===== src/hdl/dq_pkg.sv =====
// ----------------------------------------------------------------------------
// dq_pkg
// Shared types and constants for the bounded deque controller and datapath.
// ----------------------------------------------------------------------------
package dq_pkg;

  localparam int unsigned DATA_W = 32;
  localparam int unsigned REQ_W  = 3;
  localparam int unsigned CAP_W  = 5;

  localparam int unsigned IN_TDATA_W  = 40;
  localparam int unsigned OUT_TDATA_W = 72;

  localparam logic [CAP_W-1:0]  CAP_RESET  = 5'd16;
  localparam logic [DATA_W-1:0] EMPTY_MARK = 32'hFFFF_FFFF;

  // Request codes carried in the low bits of the input word.
  typedef enum logic [REQ_W-1:0] {
    REQ_PUSH_FRONT = 3'd0,
    REQ_PUSH_BACK  = 3'd1,
    REQ_POP_FRONT  = 3'd2,
    REQ_POP_BACK   = 3'd3,
    REQ_QUERY      = 3'd4
  } req_e;

  // Ring operation applied by the datapath.
  typedef enum logic [2:0] {
    OP_NONE,
    OP_PUSH_FRONT,
    OP_PUSH_BACK,
    OP_POP_FRONT,
    OP_POP_BACK
  } op_e;

  // Commands from the controller to the datapath.
  typedef struct packed {
    logic capture;   // take the input word
    logic exec;      // apply op and latch ok
    op_e  op;
    logic ok;
    logic read;      // read front and rear slots
    logic load_out;  // fill the output register
  } dq_cmd_t;

  // Status from the datapath to the controller.
  typedef struct packed {
    logic [REQ_W-1:0] req;
    logic             full;
    logic             empty;
    logic             out_free;
  } dq_status_t;

endpackage


===== src/hdl/dq_ctrl.sv =====
// ----------------------------------------------------------------------------
// dq_ctrl
// Sequencer for one request: capture, update the ring, read, hand over.
// ----------------------------------------------------------------------------
module dq_ctrl (
  input  logic               clk_i,
  input  logic               rst_ni,
  input  logic               s_axis_tvalid_i,
  output logic               s_axis_tready_o,
  input  dq_pkg::dq_status_t status_i,
  output dq_pkg::dq_cmd_t    cmd_o
);
  import dq_pkg::*;

  typedef enum logic [1:0] {
    ST_IDLE,
    ST_EXEC,
    ST_READ,
    ST_LOAD
  } state_e;

  state_e state_q, state_d;

  always_ff @(posedge clk_i or negedge rst_ni) begin
    if (!rst_ni) begin
      state_q <= ST_IDLE;
    end else begin
      state_q <= state_d;
    end
  end

  always_comb begin
    state_d         = state_q;
    cmd_o           = '0;
    cmd_o.op        = OP_NONE;
    s_axis_tready_o = 1'b0;
    case (state_q)
      ST_IDLE: begin
        s_axis_tready_o = 1'b1;
        if (s_axis_tvalid_i) begin
          cmd_o.capture = 1'b1;
          state_d       = ST_EXEC;
        end
      end
      ST_EXEC: begin
        cmd_o.exec = 1'b1;
        case (req_e'(status_i.req))
          REQ_PUSH_FRONT: begin
            cmd_o.ok = !status_i.full;
            cmd_o.op = status_i.full ? OP_NONE : OP_PUSH_FRONT;
          end
          REQ_PUSH_BACK: begin
            cmd_o.ok = !status_i.full;
            cmd_o.op = status_i.full ? OP_NONE : OP_PUSH_BACK;
          end
          REQ_POP_FRONT: begin
            cmd_o.ok = !status_i.empty;
            cmd_o.op = status_i.empty ? OP_NONE : OP_POP_FRONT;
          end
          REQ_POP_BACK: begin
            cmd_o.ok = !status_i.empty;
            cmd_o.op = status_i.empty ? OP_NONE : OP_POP_BACK;
          end
          REQ_QUERY: begin
            cmd_o.ok = 1'b1;
          end
          default: begin
            cmd_o.ok = 1'b0;
          end
        endcase
        state_d = ST_READ;
      end
      ST_READ: begin
        cmd_o.read = 1'b1;
        state_d    = ST_LOAD;
      end
      ST_LOAD: begin
        if (status_i.out_free) begin
          cmd_o.load_out = 1'b1;
          state_d        = ST_IDLE;
        end
      end
      default: begin
        state_d = ST_IDLE;
      end
    endcase
  end

endmodule


===== src/hdl/dq_datapath.sv =====
// ----------------------------------------------------------------------------
// dq_datapath
// Ring storage with head index and count, capacity register, output register.
// ----------------------------------------------------------------------------
module dq_datapath #(
  parameter int unsigned MAX_DEPTH = 16
) (
  input  logic                           clk_i,
  input  logic                           rst_ni,
  input  logic                           cfg_we_i,
  input  logic [dq_pkg::CAP_W-1:0]       cfg_wdata_i,
  input  logic [dq_pkg::IN_TDATA_W-1:0]  s_axis_tdata_i,
  output logic                           m_axis_tvalid_o,
  input  logic                           m_axis_tready_i,
  output logic [dq_pkg::OUT_TDATA_W-1:0] m_axis_tdata_o,
  input  dq_pkg::dq_cmd_t                cmd_i,
  output dq_pkg::dq_status_t             status_o
);
  import dq_pkg::*;

  localparam int unsigned IDX_W = (MAX_DEPTH > 1) ? $clog2(MAX_DEPTH) : 1;
  localparam int unsigned CNT_W = $clog2(MAX_DEPTH + 1);
  localparam int unsigned CMP_W = (CNT_W > CAP_W) ? CNT_W : CAP_W;
  localparam logic [IDX_W:0]   DEPTH_V = (IDX_W + 1)'(MAX_DEPTH);
  localparam logic [IDX_W-1:0] LAST_V  = IDX_W'(MAX_DEPTH - 1);
  localparam logic [CMP_W-1:0] DEPTH_C = CMP_W'(MAX_DEPTH);

  logic [DATA_W-1:0] slots [MAX_DEPTH];

  logic [CAP_W-1:0]  cap_q;
  logic [IDX_W-1:0]  head_q, head_d;
  logic [CNT_W-1:0]  count_q, count_d;
  logic [REQ_W-1:0]  req_q;
  logic [DATA_W-1:0] value_q;
  logic              ok_q;
  logic [DATA_W-1:0] front_rd_q, rear_rd_q;
  logic              out_valid_q;
  logic [OUT_TDATA_W-1:0] out_q;

  logic [CMP_W-1:0]  eff_cap, count_ext;
  logic              full, empty;
  logic [IDX_W-1:0]  head_dec, head_inc, back_idx, rear_idx;
  logic [CNT_W-1:0]  count_m1;

  // Ring position of head plus offset, offset below the depth.
  function automatic logic [IDX_W-1:0] ring_add(input logic [IDX_W-1:0] a,
                                                input logic [IDX_W-1:0] b);
    logic [IDX_W:0] sum;
    sum = {1'b0, a} + {1'b0, b};
    if (sum >= DEPTH_V) begin
      sum = sum - DEPTH_V;
    end
    return sum[IDX_W-1:0];
  endfunction

  assign eff_cap   = (CMP_W'(cap_q) > DEPTH_C) ? DEPTH_C :
                     CMP_W'(cap_q);
  assign count_ext = CMP_W'(count_q);
  assign full      = count_ext >= eff_cap;
  assign empty     = (count_q == '0);
  assign count_m1  = count_q - 1'b1;

  assign head_dec = (head_q == '0) ? LAST_V : head_q - 1'b1;
  assign head_inc = ring_add(head_q, IDX_W'(1));
  assign back_idx = ring_add(head_q, IDX_W'(count_q));
  assign rear_idx = ring_add(head_q, IDX_W'(count_m1));

  always_comb begin
    head_d  = head_q;
    count_d = count_q;
    if (cmd_i.exec) begin
      case (cmd_i.op)
        OP_PUSH_FRONT: begin
          head_d  = head_dec;
          count_d = count_q + 1'b1;
        end
        OP_PUSH_BACK: begin
          count_d = count_q + 1'b1;
        end
        OP_POP_FRONT: begin
          head_d  = head_inc;
          count_d = count_m1;
        end
        OP_POP_BACK: begin
          count_d = count_m1;
        end
        default: begin
          count_d = count_q;
        end
      endcase
    end
  end

  always_ff @(posedge clk_i or negedge rst_ni) begin
    if (!rst_ni) begin
      cap_q       <= CAP_RESET;
      head_q      <= '0;
      count_q     <= '0;
      out_valid_q <= 1'b0;
    end else begin
      if (cfg_we_i) begin
        cap_q <= cfg_wdata_i;
      end
      head_q  <= head_d;
      count_q <= count_d;
      if (cmd_i.load_out) begin
        out_valid_q <= 1'b1;
      end else if (m_axis_tready_i) begin
        out_valid_q <= 1'b0;
      end
    end
  end

  // Slot writes and the two slot reads.
  always_ff @(posedge clk_i) begin
    if (cmd_i.exec && cmd_i.op == OP_PUSH_FRONT) begin
      slots[head_dec] <= value_q;
    end else if (cmd_i.exec && cmd_i.op == OP_PUSH_BACK) begin
      slots[back_idx] <= value_q;
    end
    if (cmd_i.read) begin
      front_rd_q <= slots[head_q];
      rear_rd_q  <= slots[rear_idx];
    end
  end

  always_ff @(posedge clk_i) begin
    if (cmd_i.capture) begin
      req_q   <= s_axis_tdata_i[REQ_W-1:0];
      value_q <= s_axis_tdata_i[REQ_W+DATA_W-1:REQ_W];
    end
    if (cmd_i.exec) begin
      ok_q <= cmd_i.ok;
    end
    if (cmd_i.load_out) begin
      out_q <= {5'b0, full, empty,
                empty ? EMPTY_MARK : rear_rd_q,
                empty ? EMPTY_MARK : front_rd_q,
                ok_q};
    end
  end

  assign status_o.req      = req_q;
  assign status_o.full     = full;
  assign status_o.empty    = empty;
  assign status_o.out_free = !out_valid_q || m_axis_tready_i;

  assign m_axis_tvalid_o = out_valid_q;
  assign m_axis_tdata_o  = out_q;

endmodule


===== src/hdl/bounded_deque.sv =====
// Sequence: the sequencer runs capture, ring update, slot read and hand-over
// one after the other and takes no new request until the hand-over is done;
// the last step waits while the output register is still held by the sink,
// and the result word is valid once the hand-over has loaded that register.
// Reset clears the head index, entry count and output valid, and sets the
// capacity to 16; slot contents are left as they are until written.
// ----------------------------------------------------------------------------
// bounded_deque
// Double-ended queue of 32-bit signed values with a programmable capacity.
// ----------------------------------------------------------------------------
module bounded_deque #(
  parameter int unsigned MAX_DEPTH = 16
) (
  input  logic                           clk_i,
  input  logic                           rst_ni,
  // Capacity register write port.
  input  logic                           cfg_we_i,
  input  logic [dq_pkg::CAP_W-1:0]       cfg_wdata_i,
  // Request stream.
  input  logic                           s_axis_tvalid_i,
  output logic                           s_axis_tready_o,
  // Fields from bit 0: req_type[2:0], value[34:3], zero fill to 40 bits.
  input  logic [dq_pkg::IN_TDATA_W-1:0]  s_axis_tdata_i,
  // Result stream.
  output logic                           m_axis_tvalid_o,
  input  logic                           m_axis_tready_i,
  // Fields from bit 0: ok[0], front_value[32:1], rear_value[64:33],
  // is_empty[65], is_full[66], zero fill to 72 bits.
  output logic [dq_pkg::OUT_TDATA_W-1:0] m_axis_tdata_o
);
  import dq_pkg::*;

  // The controller sequences each request word through the datapath. The
  // datapath keeps the entries in a ring addressed by a head index and a
  // count, so a push or pop at either end moves only a pointer. A refused
  // request leaves the ring as it was and still produces a result word.
  dq_cmd_t    cmd;
  dq_status_t status;

  dq_ctrl u_ctrl (
    .clk_i           (clk_i),
    .rst_ni          (rst_ni),
    .s_axis_tvalid_i (s_axis_tvalid_i),
    .s_axis_tready_o (s_axis_tready_o),
    .status_i        (status),
    .cmd_o           (cmd)
  );

  // The output register sits in the datapath, so the next request can be
  // taken and worked on while the previous result word waits for the sink.
  dq_datapath #(
    .MAX_DEPTH (MAX_DEPTH)
  ) u_datapath (
    .clk_i           (clk_i),
    .rst_ni          (rst_ni),
    .cfg_we_i        (cfg_we_i),
    .cfg_wdata_i     (cfg_wdata_i),
    .s_axis_tdata_i  (s_axis_tdata_i),
    .m_axis_tvalid_o (m_axis_tvalid_o),
    .m_axis_tready_i (m_axis_tready_i),
    .m_axis_tdata_o  (m_axis_tdata_o),
    .cmd_i           (cmd),
    .status_o        (status)
  );

endmodule


===== config.mk =====
export PLATFORM = sky130hd
export DESIGN_NAME = bounded_deque
export DESIGN_NICKNAME = d
export VERILOG_FILES = /design/src/hdl/dq_pkg.sv /design/src/hdl/dq_ctrl.sv /design/src/hdl/dq_datapath.sv /design/src/hdl/bounded_deque.sv
export SDC_FILE = /design/constraint.sdc
export NUM_CORES = 1
export LEC_CHECK = 0
export BUFFER_PORTS_ARGS = -buffer_cell sky130_fd_sc_hd__buf_2
export CAP_MARGIN = 40
export CORE_UTILIZATION = 40
export CTS_BUF_LIST = sky130_fd_sc_hd__clkbuf_4 sky130_fd_sc_hd__clkbuf_8 sky130_fd_sc_hd__clkbuf_16
export DETAILED_ROUTE_END_ITERATION = 6
export SYNTH_ARGS = -nofsm -noshare
export SYNTH_HDL_FRONTEND = slang
export SYNTH_HIERARCHICAL = 1
export SYNTH_SLANG_ARGS = --single-unit
export TNS_END_PERCENT = 1

===== constraint.sdc =====
create_clock -name clk_i -period 11.73 [get_ports clk_i]
set_clock_uncertainty 0.15 [all_clocks]
set_input_delay 0.5865 -clock clk_i [delete_from_list [all_inputs] [get_ports clk_i]]
set_output_delay 0.5865 -clock clk_i [all_outputs]
set_load 0.05 [all_outputs]

Word-level counts from Yosys, hierarchy flattened
Memory sizes are Yosys's and may differ from the RTL's. A register that Yosys moved wholly into a read port is not among the register bits.
Index checks and enable logic that the tools add are counted.
W data, S select, Z words.
- RAM bits: 512
- memories: 1
- word-level logic and storage cells: 92
- register bits: 120
- order comparisons: 5
- equality and inequality tests: 13
- add/sub/neg operators: 9
- reductions and logical operators: 21
- mux-type cells: 33
- memories (memory ; words ; bits a word ; read ports ; clocked after memory_dff ; write ports ; RTL line ; source):
    u_datapath.slots ; 16 ; 32 ; 2 ; 2 ; 1 ; dq_datapath.sv:28 ; logic [DATA_W-1:0] slots [MAX_DEPTH];
- operators with widths (operator ; number):
    $mux W32 ; 1
    $reduce_or A32 Y1 ; 1
    $mux W4 ; 5
    $sub A4 B1 Y4 const B ; 4
    $ge A5 B5 Y1 const B ; 3
    $mux W1 ; 15
    $eq A3 B2 Y1 const B ; 4
    $pmux W3 S4 ; 1
    $add A4 B4 Y5 ; 2
    $mux W5 ; 2
    $pmux W5 S2 ; 1
    $mux W2 ; 4
    $pmux W2 S4 ; 1
    $pmux W4 S2 ; 1
    $reduce_or A2 Y1 ; 4
    $eq A3 B1 Y1 const B ; 2
    $eq A3 B3 Y1 const B ; 2
    $reduce_and A2 Y1 ; 3
    $reduce_bool A2 Y1 ; 3
    $add A4 B1 Y5 const B ; 1
    $add A5 B1 Y5 const B ; 1
    $ge A5 B5 Y1 ; 1
    $gt A5 B5 Y1 const B ; 1
    $logic_not A5 Y1 ; 1
    12 further kinds ; 17

Longest topological paths before layout
- word-level depth: 13
- depth in mapped cells: 18
- gate-level depth less buffers: 15

Cells and area by module
The synthesis kept the hierarchy.
- by module, submodules not included (module ; area an instance (sq um) ; cells an instance ; times used):
    dq_datapath ; 30122.6 ; 1451 ; 1
    dq_ctrl ; 262.8 ; 28 ; 1

Worst setup path before layout
OpenSTA, ideal clock, no wires.
- path type: reg-to-reg
- from: reg u_datapath.count_q[0], in the netlist u_datapath/count_ext[0]
- to: mem u_datapath.slots[12][0], enable pin
- path slack: 6.998 ns
- library setup time: 0.421 ns
- arrival: 4.161 ns
- buffers on the path: 2
- cell stages (with the launch flop): 17
- period minus slack after synthesis: 4.732 ns
- cells stage by stage: dfrtp_1 inv_1 ha_1 nand2b_1 a21oi_1 nor2b_1 o21ai_0 a21oi_1 buf_4 nor2b_2 a2111oi_2 buf_2 and4bb_2 nor3_1 a21oi_1 nand2b_1 nor2_1
- RTL lines (item ; RTL line ; source):
    from (decl) ; dq_datapath.sv:32 ; logic [CNT_W-1:0] count_q, count_d;
    from (signal assigned) ; dq_datapath.sv:105 ; count_q <= count_d;
    to (decl) ; dq_datapath.sv:28 ;

==> run metrics <==
Hold Crit Class primary input to flop; unique cell type count in the Yosys netlist 56; H-tree depth 3; final setup TNS 0 ns; Root Buffer clkbuf_16; shortest period the worst path allows 5.25 ns; Setup crit end kind flop; Cells after Synth 1479; Reg-to-Reg Start u_datapath/count_ext[0]; area leader, netlist edfxtp_1; IO Port Bufs 113; multi-input logic area 9180 um^2; Max stage delay cell, worst path nor2_4; PwrDens 323 nW/um^2; Leak 11.1 nW; CP Data Required Time 11.81 ns; R2R setup slack 6.48 ns; setup ws final 6.48 ns; synth top area cells edfxtp_1 67%, mux4_2 21%, dfrtp_1 1.3%; Worst Path Arrival 5.33 ns; area share of the largest cell type after synthesis 67.1%; worst flop-to-flop path endpoint u_datapath/slots[11][26]; CTS Sinks 696; P&R area growth vs syn 15.5%; Worst setup SP type flop; VDD IR max 0.000394 V; FILL cells 6169; chip height 278 um; number of setup buffers added after CTS 0; Post-synth EDFFs 679; Final Total Pwr 11.3 mW; TritonCTS Buffers 76; max-slew violations 0; vias post-DR 15.7k; Max Root-Sink Buffers 3; share of post-route cells with drive strength above 1 38.9%; core area 74800 um^2; max-cap check violation count 0; endpoints failing setup 0; drt drc 0; CTS tree built; number of diodes 0; vias per cell 5.88; critical-path maximum fanout 18; Least-Margin Pin Slew 0.989 ns; syn avg cell area 20.5 um^2; die width 278 um; Post-Synth Adder-Cell Area 0.955%; status finished, final reports clean; global-route wire length before repair 108000 um; FMAX 190 MHz; HP Start s_axis_tdata_i[26]; RSZ-0062 raised after global routing no; Cells on Worst Hold Path 1; cell mode on critical path a21oi_1; Primary FF master, synth edfxtp_1; IO Count 124; FP Rows 100; Synth Area in Compound Gates 2.18%; largest family of logic cells by synthesized area multiplexers; post-route ant nets 0; WS Path Type flop to flop; post-synthesis xor/xnor area fraction 0.630%; post-synthesis cell area 30400 um^2; Avg WL per Cell 27.5 um; Finished Layout Cells 2667; initial antenna violation count 3; Synth Area in Simple Gates 4.14%; async set or reset register ratio after synthesis 2.44%; starting density of the core 40.6%; DP Wirelength 38500 um; dpl ws 6.45 ns; final worst path period share 44.8%; vias in the first global route 16.6k; sequential area share after synthesis 68.5%; mux cell area share after synthesis 21.6%; GPL Wtd Cong 0.744; TritonRoute pass-1 iters 5; worst hold path endpoint u_datapath/value_q[23]; Cell Chain, Critical Path inv_1, ha_1, nand2b_1, a21oi_1, nor2b_1, o21ai_0, a21oi_1, nor2b_2, a2111oi_2, or3b_1, a21boi_0, nand2_1, nor2_4, buf_4; Hold Violations, Final 0; CP peak stage delay 0.66 ns; die footprint 77100 um^2; clock-pin slew on the worst setup and hold paths 0.06 ns; clk_lat worst skew 0.61 ns; largest net degree at the start of global routing 109; initial DRC count 1403; Nets 1713; Synth Register Bits 696; Register Area 20800 um^2; Synth Warn # 6; Worst Reg2Reg Path Length in Cells 14; grt ovf 0; placed cell count 2504; total track usage 19.2%; Slew HR 34.1%; Routed WL 73400 um
-- layout by cell type (no fill, tap or decap), types with 28 or more instances in the layout --
cell / n
nand2_1: 78
and2_1: 34
a211oi_1: 33
or2_2: 61
edfxtp_1: 679
a31oi_1: 32
buf_2: 113
dlygate4sd3_1: 28
clkbuf_16: 78
mux4_2: 288
buf_4: 29
-- cells in the mapped netlist (2+ instances only) --
library cell	instances
a21boi_0	2
nor3_1	2
o21ai_0	4
clkbuf_1	40
mux4_2	288
fa_1	2
edfxtp_1	679
and2_1	36
buf_2	30
inv_1	10
nand3b_1	2
a31oi_1	32
buf_6	9
or2_2	61
and3_1	2
buf_4	16
a211oi_1	33
ha_1	20
buf_1	7
a21oi_2	2
xnor2_2	2
nand2b_1	6
dfrtp_1	16
nor2b_1	5
mux2i_1	3
nand2_1	78
a21o_1	2
nor3b_1	3
xor2_1	9
a22oi_1	4
o31ai_1	3
a21oi_1	9
nor2_1	28
mux2_2	5
xnor2_1	6
or2_1	3
-- flip-flops by register name, indices dropped and copies added (netlist names) --
signal	cells
u_datapath/req_q	3
u_datapath/rear_rd_q	32
u_datapath/cap_q	5
u_datapath/count_ext	5
u_datapath/ok_q	1
u_datapath/m_axis_tvalid_o	1
u_datapath/value_q	32
u_datapath/head_q	4
u_ctrl/state_q	2
u_datapath/m_axis_tdata_o	67
u_datapath/front_rd_q	32
u_datapath/slots	512
-- report_power, final --
group | total, mW | switching, mW | internal [mW]
logic | 5.45 | 3.09 | 2.36
clock network | 2.37 | 0.960 | 1.41
registers | 3.50 | 0.186 | 3.32
-- worst max-delay path by stage --
stage	cells after the start	start	end	slack [ns]
after floorplan	16	u_datapath/count_ext[0]	u_datapath/slots[12][0]	7.00
after global placement	9	u_datapath/head_q[0]	u_datapath/rear_rd_q[19]	6.46
after detailed placement	14	u_datapath/count_ext[0]	u_datapath/slots[11][28]	6.45
after CTS	14	u_datapath/count_ext[0]	u_datapath/slots[11][26]	6.39
after global routing	14	u_datapath/count_ext[0]	u_datapath/slots[11][26]	6.13
final	14	u_datapath/count_ext[0]	u_datapath/slots[11][26]	6.48
-- worst max-delay path: cells and delay by family, from the launching register on --
kind            cells  cell delay, ns
fa+ha+maj           1            0.32
simple gates        6            1.78
compound gates      5            1.40
flops               1            0.47
buf+inv             2            0.72
-- final cells by class --
cell class | count | share of cell area, %
clock buffer | 87 | 5.75
clock inverter | 48 | 1.32
inverter | 11 | 0.118
multi-input combinational | 674 | 26.2
sequential | 696 | 59.3
tap | 969 | 3.45
timing repair buffer | 182 | 3.84
-- per-stage QoR --
stage	area, um^2	util, %	hold slack (ns)
finish	35100	46.9	0.0400
CTS	35100	46.9	0.00846
floorplan	30400	-	0.141
detailed placement	32300	43.2	0.263
global route	35100	46.9	0.0148
global placement	32100	42.9	0.258
-- cell families (layout without fill, tap and decap cells) --
| logic type | Yosys count | after routing |
|---|---|---|
| AO/OA/AOI/OAI | 96 | 96 |
| XOR/XNOR | 18 | 18 |
| adder cells (fa/ha/maj) | 22 | 22 |
| buffers and inverters | 113 | 328 |
| flip-flops | 696 | 696 |
| multiplexers | 296 | 296 |
| other | 1 | 5 |
| AND/OR/NAND/NOR | 237 | 237 |
-- per-layer routing --
metal	vias up	track usage (%)	part of all wire, %	routed length [um]
met5	-	0	0	0
met1	8476	25.2	41	30000
li1	6508	-	-	-
met2	594	32.5	50	36900
met3	108	3.48	6.7	4890
met4	0	5.98	2.3	1650
-- timing repair --
action / CTS / global route
hold buffers: 28 / 0
hold endpoints to repair: 43 / 0
gates resized for setup: 0 / 0
Note: power is estimated with default switching activity, not from simulation.
